**config.mk**
```make
export PLATFORM = sky130hd
export DESIGN_NAME = base58_decode_u64_stream
export DESIGN_NICKNAME = d
export VERILOG_FILES = /design/src/rtl/b58d_pkg.sv /design/src/rtl/b58d_digit.sv /design/src/rtl/b58d_accum.sv /design/src/rtl/base58_decode_u64_stream.sv
export SDC_FILE = /design/constraint.sdc
export NUM_CORES = 1
export LEC_CHECK = 0
export ABC_CLOCK_PERIOD_IN_PS = 6000
export BUFFER_PORTS_ARGS = -buffer_cell sky130_fd_sc_hd__buf_2
export CAP_MARGIN = 20
export CORE_MARGIN = 8
export CORE_UTILIZATION = 54
export CTS_CLUSTER_DIAMETER = 30
export DETAILED_ROUTE_END_ITERATION = 6
export MAX_ROUTING_LAYER = met4
export PLACE_DENSITY = 0.72
export SLEW_MARGIN = 20
export SYNTH_ARGS = -nofsm -noshare
export SYNTH_HDL_FRONTEND = slang
export SYNTH_SLANG_ARGS = --single-unit
```
**constraint.sdc**
```tcl
create_clock -name clk -period 6 [get_ports clk]
set_input_delay 0.6 -clock clk [delete_from_list [all_inputs] [get_ports clk]]
set_output_delay 0.6 -clock clk [all_outputs]
set_load 0.02 [all_outputs]
```
**src/rtl/b58d_pkg.sv**
```systemverilog
// Shared constants and types for the base58 stream decoder.
package b58d_pkg;

  localparam int unsigned CHAR_W     = 8;
  localparam int unsigned VALUE_W    = 64;
  localparam int unsigned DIGIT_W    = 6;
  localparam int unsigned CNT_W      = 4;
  localparam int unsigned COUNT_SAT  = 12;
  localparam int unsigned MAX_DIGITS = 11;

  localparam logic [CHAR_W-1:0] CH_1 = 8'h31;  // '1'
  localparam logic [CHAR_W-1:0] CH_9 = 8'h39;  // '9'
  localparam logic [CHAR_W-1:0] CH_a = 8'h61;  // 'a'
  localparam logic [CHAR_W-1:0] CH_k = 8'h6b;  // 'k'
  localparam logic [CHAR_W-1:0] CH_m = 8'h6d;  // 'm'
  localparam logic [CHAR_W-1:0] CH_z = 8'h7a;  // 'z'
  localparam logic [CHAR_W-1:0] CH_A = 8'h41;  // 'A'
  localparam logic [CHAR_W-1:0] CH_H = 8'h48;  // 'H'
  localparam logic [CHAR_W-1:0] CH_J = 8'h4a;  // 'J'
  localparam logic [CHAR_W-1:0] CH_N = 8'h4e;  // 'N'
  localparam logic [CHAR_W-1:0] CH_P = 8'h50;  // 'P'
  localparam logic [CHAR_W-1:0] CH_Z = 8'h5a;  // 'Z'

  // Digit offsets of each alphabet run.
  localparam logic [CHAR_W-1:0] OFS_a = 8'd9;
  localparam logic [CHAR_W-1:0] OFS_m = 8'd20;
  localparam logic [CHAR_W-1:0] OFS_A = 8'd34;
  localparam logic [CHAR_W-1:0] OFS_J = 8'd42;
  localparam logic [CHAR_W-1:0] OFS_P = 8'd47;

  typedef struct packed {
    logic               valid;
    logic [DIGIT_W-1:0] digit;
  } dig_t;

  typedef struct packed {
    logic [VALUE_W-1:0] value;
    logic               ok;
  } res_t;

endpackage

```
**src/rtl/b58d_digit.sv**
```systemverilog
// Character to base58 digit lookup with an alphabet membership flag.
module b58d_digit (
  input  logic [b58d_pkg::CHAR_W-1:0] char_code,
  output b58d_pkg::dig_t              dig
);

  logic [b58d_pkg::CHAR_W-1:0] d8;

  always_comb begin
    dig.valid = 1'b1;
    d8        = '0;
    if (char_code >= b58d_pkg::CH_1 && char_code <= b58d_pkg::CH_9) begin
      d8 = char_code - b58d_pkg::CH_1;
    end else if (char_code >= b58d_pkg::CH_a && char_code <= b58d_pkg::CH_k) begin
      d8 = char_code - b58d_pkg::CH_a + b58d_pkg::OFS_a;
    end else if (char_code >= b58d_pkg::CH_m && char_code <= b58d_pkg::CH_z) begin
      d8 = char_code - b58d_pkg::CH_m + b58d_pkg::OFS_m;
    end else if (char_code >= b58d_pkg::CH_A && char_code <= b58d_pkg::CH_H) begin
      d8 = char_code - b58d_pkg::CH_A + b58d_pkg::OFS_A;
    end else if (char_code >= b58d_pkg::CH_J && char_code <= b58d_pkg::CH_N) begin
      d8 = char_code - b58d_pkg::CH_J + b58d_pkg::OFS_J;
    end else if (char_code >= b58d_pkg::CH_P && char_code <= b58d_pkg::CH_Z) begin
      d8 = char_code - b58d_pkg::CH_P + b58d_pkg::OFS_P;
    end else begin
      dig.valid = 1'b0;
    end
    dig.digit = d8[b58d_pkg::DIGIT_W-1:0];
  end

endmodule

```
**src/rtl/b58d_accum.sv**
```systemverilog
// String state: accumulator, saturating character count and error flag.
module b58d_accum (
  input  logic                 clk,
  input  logic                 rst_n,
  input  logic                 step,
  input  logic                 last_char,
  input  b58d_pkg::dig_t       dig,
  output b58d_pkg::res_t       res
);

  logic [b58d_pkg::VALUE_W-1:0] acc_r, acc_nxt, acc_upd, acc_mul;
  logic [b58d_pkg::CNT_W-1:0]   cnt_r, cnt_nxt, cnt_upd;
  logic                         bad_r, bad_nxt, bad_upd;

  always_comb begin
    // acc * 58 = acc * 64 - acc * 4 - acc * 2
    acc_mul = (acc_r << 6) - (acc_r << 2) - (acc_r << 1);
    acc_upd = dig.valid
      ? acc_mul + {{(b58d_pkg::VALUE_W-b58d_pkg::DIGIT_W){1'b0}}, dig.digit}
      : acc_r;
    cnt_upd = (cnt_r == b58d_pkg::CNT_W'(b58d_pkg::COUNT_SAT))
      ? cnt_r : cnt_r + 1'b1;
    bad_upd = bad_r | ~dig.valid;

    res.ok    = ~bad_upd && (cnt_upd <= b58d_pkg::CNT_W'(b58d_pkg::MAX_DIGITS));
    res.value = res.ok ? acc_upd : '0;

    acc_nxt = acc_r;
    cnt_nxt = cnt_r;
    bad_nxt = bad_r;
    if (step) begin
      if (last_char) begin
        acc_nxt = '0;
        cnt_nxt = '0;
        bad_nxt = 1'b0;
      end else begin
        acc_nxt = acc_upd;
        cnt_nxt = cnt_upd;
        bad_nxt = bad_upd;
      end
    end
  end

  always_ff @(posedge clk) begin
    if (!rst_n) begin
      acc_r <= '0;
      cnt_r <= '0;
      bad_r <= 1'b0;
    end else begin
      acc_r <= acc_nxt;
      cnt_r <= cnt_nxt;
      bad_r <= bad_nxt;
    end
  end

  a_cnt_sat: assert property (@(posedge clk) disable iff (!rst_n)
    cnt_r <= b58d_pkg::CNT_W'(b58d_pkg::COUNT_SAT))
    else $error("character count beyond saturation");

  a_clear_after_last: assert property (@(posedge clk) disable iff (!rst_n)
    step && last_char |=> acc_r == '0 && cnt_r == '0 && !bad_r)
    else $error("string state not cleared after last character");

endmodule

```
**src/rtl/base58_decode_u64_stream.sv**
```systemverilog
// Top level of the streaming base58 to 64-bit unsigned decoder.
//
// Input channel (in_valid/in_ready): one ASCII character per request in
// in_char_code; in_last_char marks the final character of a string.
// Alphabet: 1-9, a-k, m-z, A-H, J-N, P-Z (digits 0..57 in that order).
// Result channel (out_valid/out_ready): one request per string, carrying
// out_value (acc = acc*58 + digit, modulo 2^64) and out_ok. out_ok is low
// and out_value zero when any character was outside the alphabet or the
// string held more than eleven characters.
// Throughput: one character per cycle, sustained while a last character
// is not held back by a full result register. The accumulator update
// (a constant multiply by 58 built from shifts, plus the digit) is the
// loop that sets this rate. A last character passes the input register,
// then the result register, before its result shows on out_valid.
// Reset (rst_n low, synchronous): both registers empty, string state clear.
// Stall: while out_valid waits for out_ready, non-last characters keep
// flowing into the accumulator; a last character holds in the input
// register until the result register frees up, and in_ready drops behind it.
module base58_decode_u64_stream (
  input  logic                               clk,
  input  logic                               rst_n,
  input  logic                               in_valid,
  output logic                               in_ready,
  input  logic [b58d_pkg::CHAR_W-1:0]        in_char_code,
  input  logic                               in_last_char,
  output logic                               out_valid,
  input  logic                               out_ready,
  output logic [b58d_pkg::VALUE_W-1:0]       out_value,
  output logic                               out_ok
);

  // Input register.
  logic                        iv_r, iv_nxt;
  logic [b58d_pkg::CHAR_W-1:0] ichar_r;
  logic                        ilast_r;

  // Result register.
  logic                         ov_r, ov_nxt;
  logic [b58d_pkg::VALUE_W-1:0] oval_r;
  logic                         ook_r;

  b58d_pkg::dig_t dig;
  b58d_pkg::res_t res;
  logic           step;
  logic           load_out;

  b58d_digit u_digit (
    .char_code (ichar_r),
    .dig       (dig)
  );

  b58d_accum u_accum (
    .clk       (clk),
    .rst_n     (rst_n),
    .step      (step),
    .last_char (ilast_r),
    .dig       (dig),
    .res       (res)
  );

  always_comb begin
    // Advance the held character unless it ends a string and the
    // result register is still occupied.
    step     = iv_r && (!ilast_r || !ov_r || out_ready);
    load_out = step && ilast_r;
    in_ready = !iv_r || step;
    iv_nxt   = in_ready ? in_valid : iv_r;
    ov_nxt   = load_out ? 1'b1 : (out_ready ? 1'b0 : ov_r);
  end

  always_ff @(posedge clk) begin
    if (!rst_n) begin
      iv_r <= 1'b0;
      ov_r <= 1'b0;
    end else begin
      iv_r <= iv_nxt;
      ov_r <= ov_nxt;
    end
  end

  always_ff @(posedge clk) begin
    if (in_valid && in_ready) begin
      ichar_r <= in_char_code;
      ilast_r <= in_last_char;
    end
    if (load_out) begin
      oval_r <= res.value;
      ook_r  <= res.ok;
    end
  end

  assign out_valid = ov_r;
  assign out_value = oval_r;
  assign out_ok    = ook_r;

  a_fail_zero: assert property (@(posedge clk) disable iff (!rst_n)
    out_valid && !out_ok |-> out_value == '0)
    else $error("failed string reports a nonzero value");

  a_last_to_out: assert property (@(posedge clk) disable iff (!rst_n)
    load_out |=> out_valid)
    else $error("last character did not produce a result");

  a_block_cause: assert property (@(posedge clk) disable iff (!rst_n)
    !in_ready |-> iv_r && ilast_r && ov_r && !out_ready)
    else $error("input blocked without a pending result");

endmodule
```
== Word level (Yosys, flattened, before mapping) ==
Index checks and enable logic that the tools add are counted.

* Order comparisons: 13
* Muxes and demuxes: 19
* Equality and inequality tests: 1
* Bitwise logic cells: 3
* Reductions and logical operators: 17
* $add $sub $neg: 15

{| class="wikitable"
|+ Operators with widths
! kind !! number
|-
| two-way mux 64 bit || 2
|-
| subtractor 64 bit || 2
|-
| adder 64 x 6 -> 64 bit || 1
|-
| greater-or-equal comparator 8 x 7 -> 1 bit (second input constant) || 5
|-
| less-or-equal comparator 8 x 7 -> 1 bit (second input constant) || 5
|-
| two-way mux 6 bit || 6
|-
| adder 6 bit (second input constant) || 3
|-
| subtractor 6 bit (second input constant) || 3
|-
| logical AND 1 bit || 10
|-
| two-way mux 1 bit || 9
|-
| greater-or-equal comparator 8 x 6 -> 1 bit (second input constant) || 1
|-
| less-or-equal comparator 8 x 6 -> 1 bit (second input constant) || 1
|-
| two-way mux 4 bit || 2
|-
| adder 6 x 4 -> 6 bit (second input constant) || 1
|-
| adder 6 x 5 -> 6 bit (second input constant) || 1
|-
| subtractor 6 x 1 -> 6 bit (second input constant) || 1
|-
| subtractor 6 x 4 -> 6 bit (second input constant) || 1
|-
| subtractor 6 x 5 -> 6 bit (second input constant) || 1
|-
| adder 4 x 1 -> 4 bit (second input constant) || 1
|-
| equality test 4 bit (second input constant) || 1
|-
| less-or-equal comparator 4 bit (second input constant) || 1
|-
| zero test 1 bit || 3
|-
| logical OR 1 bit || 3
|-
| inverter 1 bit || 2
|-
| other kinds (2) || 2
|}

* Word-level logic and storage cells: 77
* Input bits: 13
* Bits in registers: 145
* Output and inout port bits: 67

== Logic depth before layout (Yosys ltp) ==
* Depth after elaboration: 12
* Depth in mapped cells: 24
* Depth with buffers taken out: 22

== Modules after synthesis ==
Synthesis repeated with hierarchy kept, for this count alone.

* Cells, all modules: 1,297
* Area total of the unflattened synthesis: 11,647.4 µm²

{| class="wikitable"
|+ By module, submodules not included
! module !! area an instance (µm²) !! sequential area each (µm²) !! cells an instance !! times used
|-
| b58d_accum || 8,414.3 || 1,361.3 || 1,089 || 1
|-
| base58_decode_u64_stream || 2,339.7 || 2,262.2 || 86 || 1
|-
| b58d_digit || 893.4 || 0.0 || 122 || 1
|}

== Least setup slack after synthesis ==
OpenSTA, ideal clock, no wires.

* Path type: register -> register
* Start point: register ichar_r[1] (netlist name)
* End point: register oval_r, in the netlist out_value[63] (data pin)
* Slack: 0.855 ns
* Arrival time: 4.884 ns
* Required time: 5.739 ns
* Buffers on the path: 3
* Stages on the path, launching flop included: 25
* Path through: edfxtp_1 -> buf_4 -> inv_1 -> ha_1 -> buf_2 -> nand2b_1 -> a31oi_1 -> or3_1 -> clkbuf_1 -> nor2_1 -> a311oi_1 -> a41oi_1 -> a221o_1 -> fa_1 -> ha_1 -> a21oi_1 -> o21ai_0 -> a221oi_1 -> nand3_1 -> a211o_1 -> a221oi_2 -> nor2_1 -> a41oi_1 -> or3_1 -> nand3_1

* Longest elaborated chain between the ends: 12
* Elaborated cells on any way between the ends: 47
* Classes of those cells: add/sub (12); order compare (12); mux (13); bitwise (3); reduce/logical (7)

{| class="wikitable"
|+ RTL lines
! what !! RTL line !! text
|-
| start: declaration || base58_decode_u64_stream.sv:34 || <nowiki>logic [b58d_pkg::CHAR_W-1:0] ichar_r;</nowiki>
|-
| start signal: assignment || base58_decode_u64_stream.sv:83 || <nowiki>ichar_r <= in_char_code;</nowiki>
|-
| branches (longest 12 deep; another with adder 64 x 6 -> 64 bit) || - ||
|-
| end signal: assignment || base58_decode_u64_stream.sv:87 || <nowiki>oval_r <= res.value;</nowiki>
|-
| end: declaration || base58_decode_u64_stream.sv:39 || <nowiki>logic [b58d_pkg::VALUE_W-1:0] oval_r;</nowiki>
|}

Several ways; the timed one is not identified.
A chain may end at the register's enable or synchronous reset.

== Worst setup path in the final report ==
* Start point: register ichar_r[0] (netlist name)
* End point: register u_accum.acc_r[35] (netlist name)

* Longest elaborated chain between the ends: 11
* Elaborated cells on any way between the ends: 44
* Classes of those cells: add/sub (12); order compare (12); mux (14); reduce/logical (6)

{| class="wikitable"
|+ RTL lines
! what !! RTL line !! text
|-
| subtractor 6 x 5 -> 6 bit (tied with other cells) || b58d_digit.sv:23 || <nowiki>d8 = char_code - b58d_pkg::CH_P + b58d_pkg::OFS_P;</nowiki>
|-
| adder 6 bit / logical AND 1 bit (equally long branches) || b58d_digit.sv:23, b58d_digit.sv:22 ||
|-
| two-way mux 6 bit || b58d_digit.sv:22 || <nowiki>end else if (char_code >= b58d_pkg::CH_P && char_code <= b58d_pkg::CH_Z) begin</nowiki>
|-
| two-way mux 6 bit || b58d_digit.sv:20 || <nowiki>end else if (char_code >= b58d_pkg::CH_J && char_code <= b58d_pkg::CH_N) begin</nowiki>
|-
| two-way mux 6 bit || b58d_digit.sv:18 || <nowiki>end else if (char_code >= b58d_pkg::CH_A && char_code <= b58d_pkg::CH_H) begin</nowiki>
|-
| two-way mux 6 bit || b58d_digit.sv:16 || <nowiki>end else if (char_code >= b58d_pkg::CH_m && char_code <= b58d_pkg::CH_z) begin</nowiki>
|-
| two-way mux 6 bit || b58d_digit.sv:14 || <nowiki>end else if (char_code >= b58d_pkg::CH_a && char_code <= b58d_pkg::CH_k) begin</nowiki>
|-
| two-way mux 6 bit || b58d_digit.sv:12 || <nowiki>if (char_code >= b58d_pkg::CH_1 && char_code <= b58d_pkg::CH_9) begin</nowiki>
|-
| adder 64 x 6 -> 64 bit || b58d_accum.sv:19 || <nowiki>? acc_mul + {{(b58d_pkg::VALUE_W-b58d_pkg::DIGIT_W){1'b0}}, dig.digit}</nowiki>
|-
| two-way mux 64 bit (*) || b58d_accum.sv:19 ||
|-
| two-way mux 64 bit (*) || b58d_accum.sv:32 || <nowiki>if (last_char) begin</nowiki>
|-
| end signal: assignment || b58d_accum.sv:50 || <nowiki>acc_r <= acc_nxt;</nowiki>
|-
| end: declaration || b58d_accum.sv:11 || <nowiki>logic [b58d_pkg::VALUE_W-1:0] acc_r, acc_nxt, acc_upd, acc_mul;</nowiki>
|}

Mark *: on every way between the ends. The rest lies on a longest branch, timed or not.

==> impl_metrics.json <==
{
  "drc": 0,
  "worstPathArrival_ns": 5.96,
  "ys_async_sr_fraction_pct": 0,
  "whs_ns": 0.337,
  "synth_nets": 1400,
  "synthAdderAreaFrac_pct": 18.9,
  "grt_max_degree": 51,
  "hold_buffers": 0,
  "ys_ff_latch": 144,
  "fp.dieH_um": 160,
  "fin_crit_sh_pct": 94.2,
  "setup_tns_ns": 0,
  "first_iter_violations": 715,
  "crit_type": "flop to flop",
  "final_common_cell": "nor2_1",
  "rsz0062_at_grt": "no",
  "area_growth_pct": 12.2,
  "crit_path_top_delay_cell": "edfxtp_1",
  "synth.area.mux_share_pct": 0.412,
  "place.gp.congestion": 0.917,
  "hold_viol": 0,
  "antenna_found_initial": 0,
  "root_buffer": "clkbuf_16",
  "syn-cell-area_um2": 11200,
  "synth_top_family_by_area": "compound AO/OA/AOI/OAI gates",
  "ys_seq_area_share_pct": 32.3,
  "cts_buffer_depth": 2,
  "r2r_start": "ichar_r[0]",
  "wl_um": 30900,
  "startpoint": "ichar_r[0]",
  "synth_compound_area_share_pct": 20.7,
  "hold_path_startpoint": "in_char_code[7]",
  "finalSetupViolations": 0,
  "worstPathRequired_ns": 6.31,
  "tightest_slew_ns": 1.11,
  "core_area_um2": 20300,
  "cts_buffers": 17,
  "cpPeakStageDelay_ns": 0.48,
  "die_x_um": 160,
  "nets": 1464,
  "drv_cap": 0,
  "post_drt_wl_per_cell_um": 19.3,
  "postSynthAreaPerCell_um2": 8.95,
  "yosysWarnings": 0,
  "ys.flop_type": "edfxtp_1",
  "drt_pass1_iterations": 5,
  "cts_sinks": 144,
  "grt_pass1_wl_um": 50400,
  "critPathCaptureType": "flop",
  "status": "finished, final reports clean",
  "pre_cts_slack_ns": 0.288,
  "antenna_cells": 0,
  "path_cells": "inv_1 -> ha_1 -> nand2b_1 -> a211oi_1 -> or3_4 -> nor2_1 -> a311oi_1 -> a41oi_1 -> a221o_1 -> fa_1 -> ha_1 -> a21oi_2 -> o21ai_0 -> a221oi_2 -> nand3_1 -> a211o_1 -> a31oi_1 -> buf_4 -> o21ai_0 -> xnor2_1 -> a2bb2oi_1 -> nor2b_1",
  "cts_tree": "done",
  "via_count": 9718,
  "drive_gt1_share_pct": 12.3,
  "fin_worst_skew_ns": 0.0118,
  "start_util_pct": 55.3,
  "maxSlewViolCount": 0,
  "htreeDepth": 4,
  "io_pins": 80,
  "holdCritPathClass": "primary input to flop",
  "grt_overflow_total": 0,
  "dp_hpwl_um": 23200,
  "syn_inst": 1254,
  "synth_edf_count": 74,
  "synth.distinct_cells": 79,
  "numPortBuffers": 79,
  "die_area_um2": 25700,
  "postRouteAntennaNets": 0,
  "period_needed_ns": 5.65,
  "grt_pass1_vias": 9677,
  "rows": 52,
  "yosys.area_share.xor_xnor_pct": 4.84,
  "max_freq_ghz": 0.177,
  "layout_common_cells": "135 x nor2_1, 105 x a21oi_1, 97 x nand2_1",
  "clk_pin_slew_ns": 0.07,
  "cp_max_fo": 7,
  "viasPerCell": 6.07,
  "slew_headroom_pct": 25.7,
  "synth-simple-area-share_pct": 17.7,
  "cp-start-kind": "flop",
  "layout_setup_ws_ns": 0.351,
  "insertion_delay_ns": 0.44,
  "grt_use_total_pct": 24.7
}
## worst paths after layout
check                      endpoint  slack, ns  cells past startpoint
hold / removal           ichar_r[7]       0.34                      1
setup reg to reg  u_accum.acc_r[35]       0.35                     22
hold reg to reg   u_accum.acc_r[59]       0.48                      2
setup / recovery  u_accum.acc_r[35]       0.35                     22
## per-stage QoR
stage | instances | utilization [%] | instance area (µm²)
after floorplan | 1254 | - | 11200
after global placement | 1567 | 58.5 | 11900
after detailed placement | 1567 | 58.5 | 11900
after CTS | 1599 | 61.7 | 12500
after global routing | 1601 | 62.0 | 12600
final | 1601 | 62.0 | 12600
## cells by family after synthesis
kind of cell | after synthesis
AND/OR/NAND/NOR | 408
AO/OA/AOI/OAI | 353
buffers and inverters | 150
flip-flops | 144
adder cells (fa/ha/maj) | 133
XOR/XNOR | 62
multiplexers | 4
## cell type report
class	instances	area, µm²
fill	1770	7710
inverter	95	357
clock inverter	13	174
multi-input combinational	960	7080
sequential	144	3620
tap	270	338
timing repair buffer	100	553
clock buffer	19	464
## registers in the layout, summed over array words and instances (netlist names)
| name | count |
|---|---|
| u_accum.bad_r | 1 |
| u_accum.acc_r | 63 |
| ichar_r | 8 |
| out_ok | 1 |
| ilast_r | 1 |
| iv_r | 1 |
| out_value | 64 |
| u_accum.cnt_r | 4 |
| out_valid | 1 |
## routing by layer
| metal | part of all wire [%] | wire length (µm) | up-vias | GRT usage (%) |
|---|---|---|---|---|
| met5 | 0 | 0 | - | - |
| met4 | 2.1 | 641 | 0 | 8.16 |
| met3 | 5.9 | 1820 | 52 | 3.57 |
| met2 | 47 | 14400 | 391 | 39.4 |
| met1 | 45 | 14000 | 4670 | 31.9 |
| li1 | - | - | 4605 | - |
## synth_stat cells, types with 14 or more instances
library cell | n | area share, %
nor2_1 | 136 | 4.5
a21oi_1 | 106 | 4.7
nand2_1 | 97 | 3.2
inv_1 | 95 | 3.2
o21ai_0 | 76 | 3.4
edfxtp_1 | 74 | 20
ha_1 | 72 | 8.0
dfxtp_1 | 70 | 12
fa_1 | 61 | 11
clkbuf_1 | 44 | 1.5
xnor2_1 | 37 | 2.9
nor2b_1 | 34 | 1.9
xor2_1 | 25 | 2.0
a21o_1 | 24 | 1.6
nand4_1 | 23 | 1.3
nor3_1 | 18 | 0.80
a2bb2oi_1 | 16 | 1.2
nand3_1 | 16 | 0.71
nand2b_1 | 15 | 0.84
o21bai_1 | 15 | 1.0
and2_1 | 14 | 0.78
## worst max-delay path, delay by kind of cell, from the launching register on
| kind | cells | cell delay [ns] |
|---|---|---|
| compound gates | 11 | 2.64 |
| xor+xnor | 1 | 0.33 |
| fa+ha+maj | 3 | 1.04 |
| buf+inv | 2 | 0.36 |
| flops | 1 | 0.48 |
| simple gates | 5 | 0.67 |
## repair_timing
item                                    in CTS  in global routing
gates resized for setup                      0                 10
endpoints found under the setup margin       0                 22
buffers inserted                             0                  2
Power is left out: the tool's default activity adds up to more than one toggle a clock period on the data nets, which glitch-free logic cannot reach.
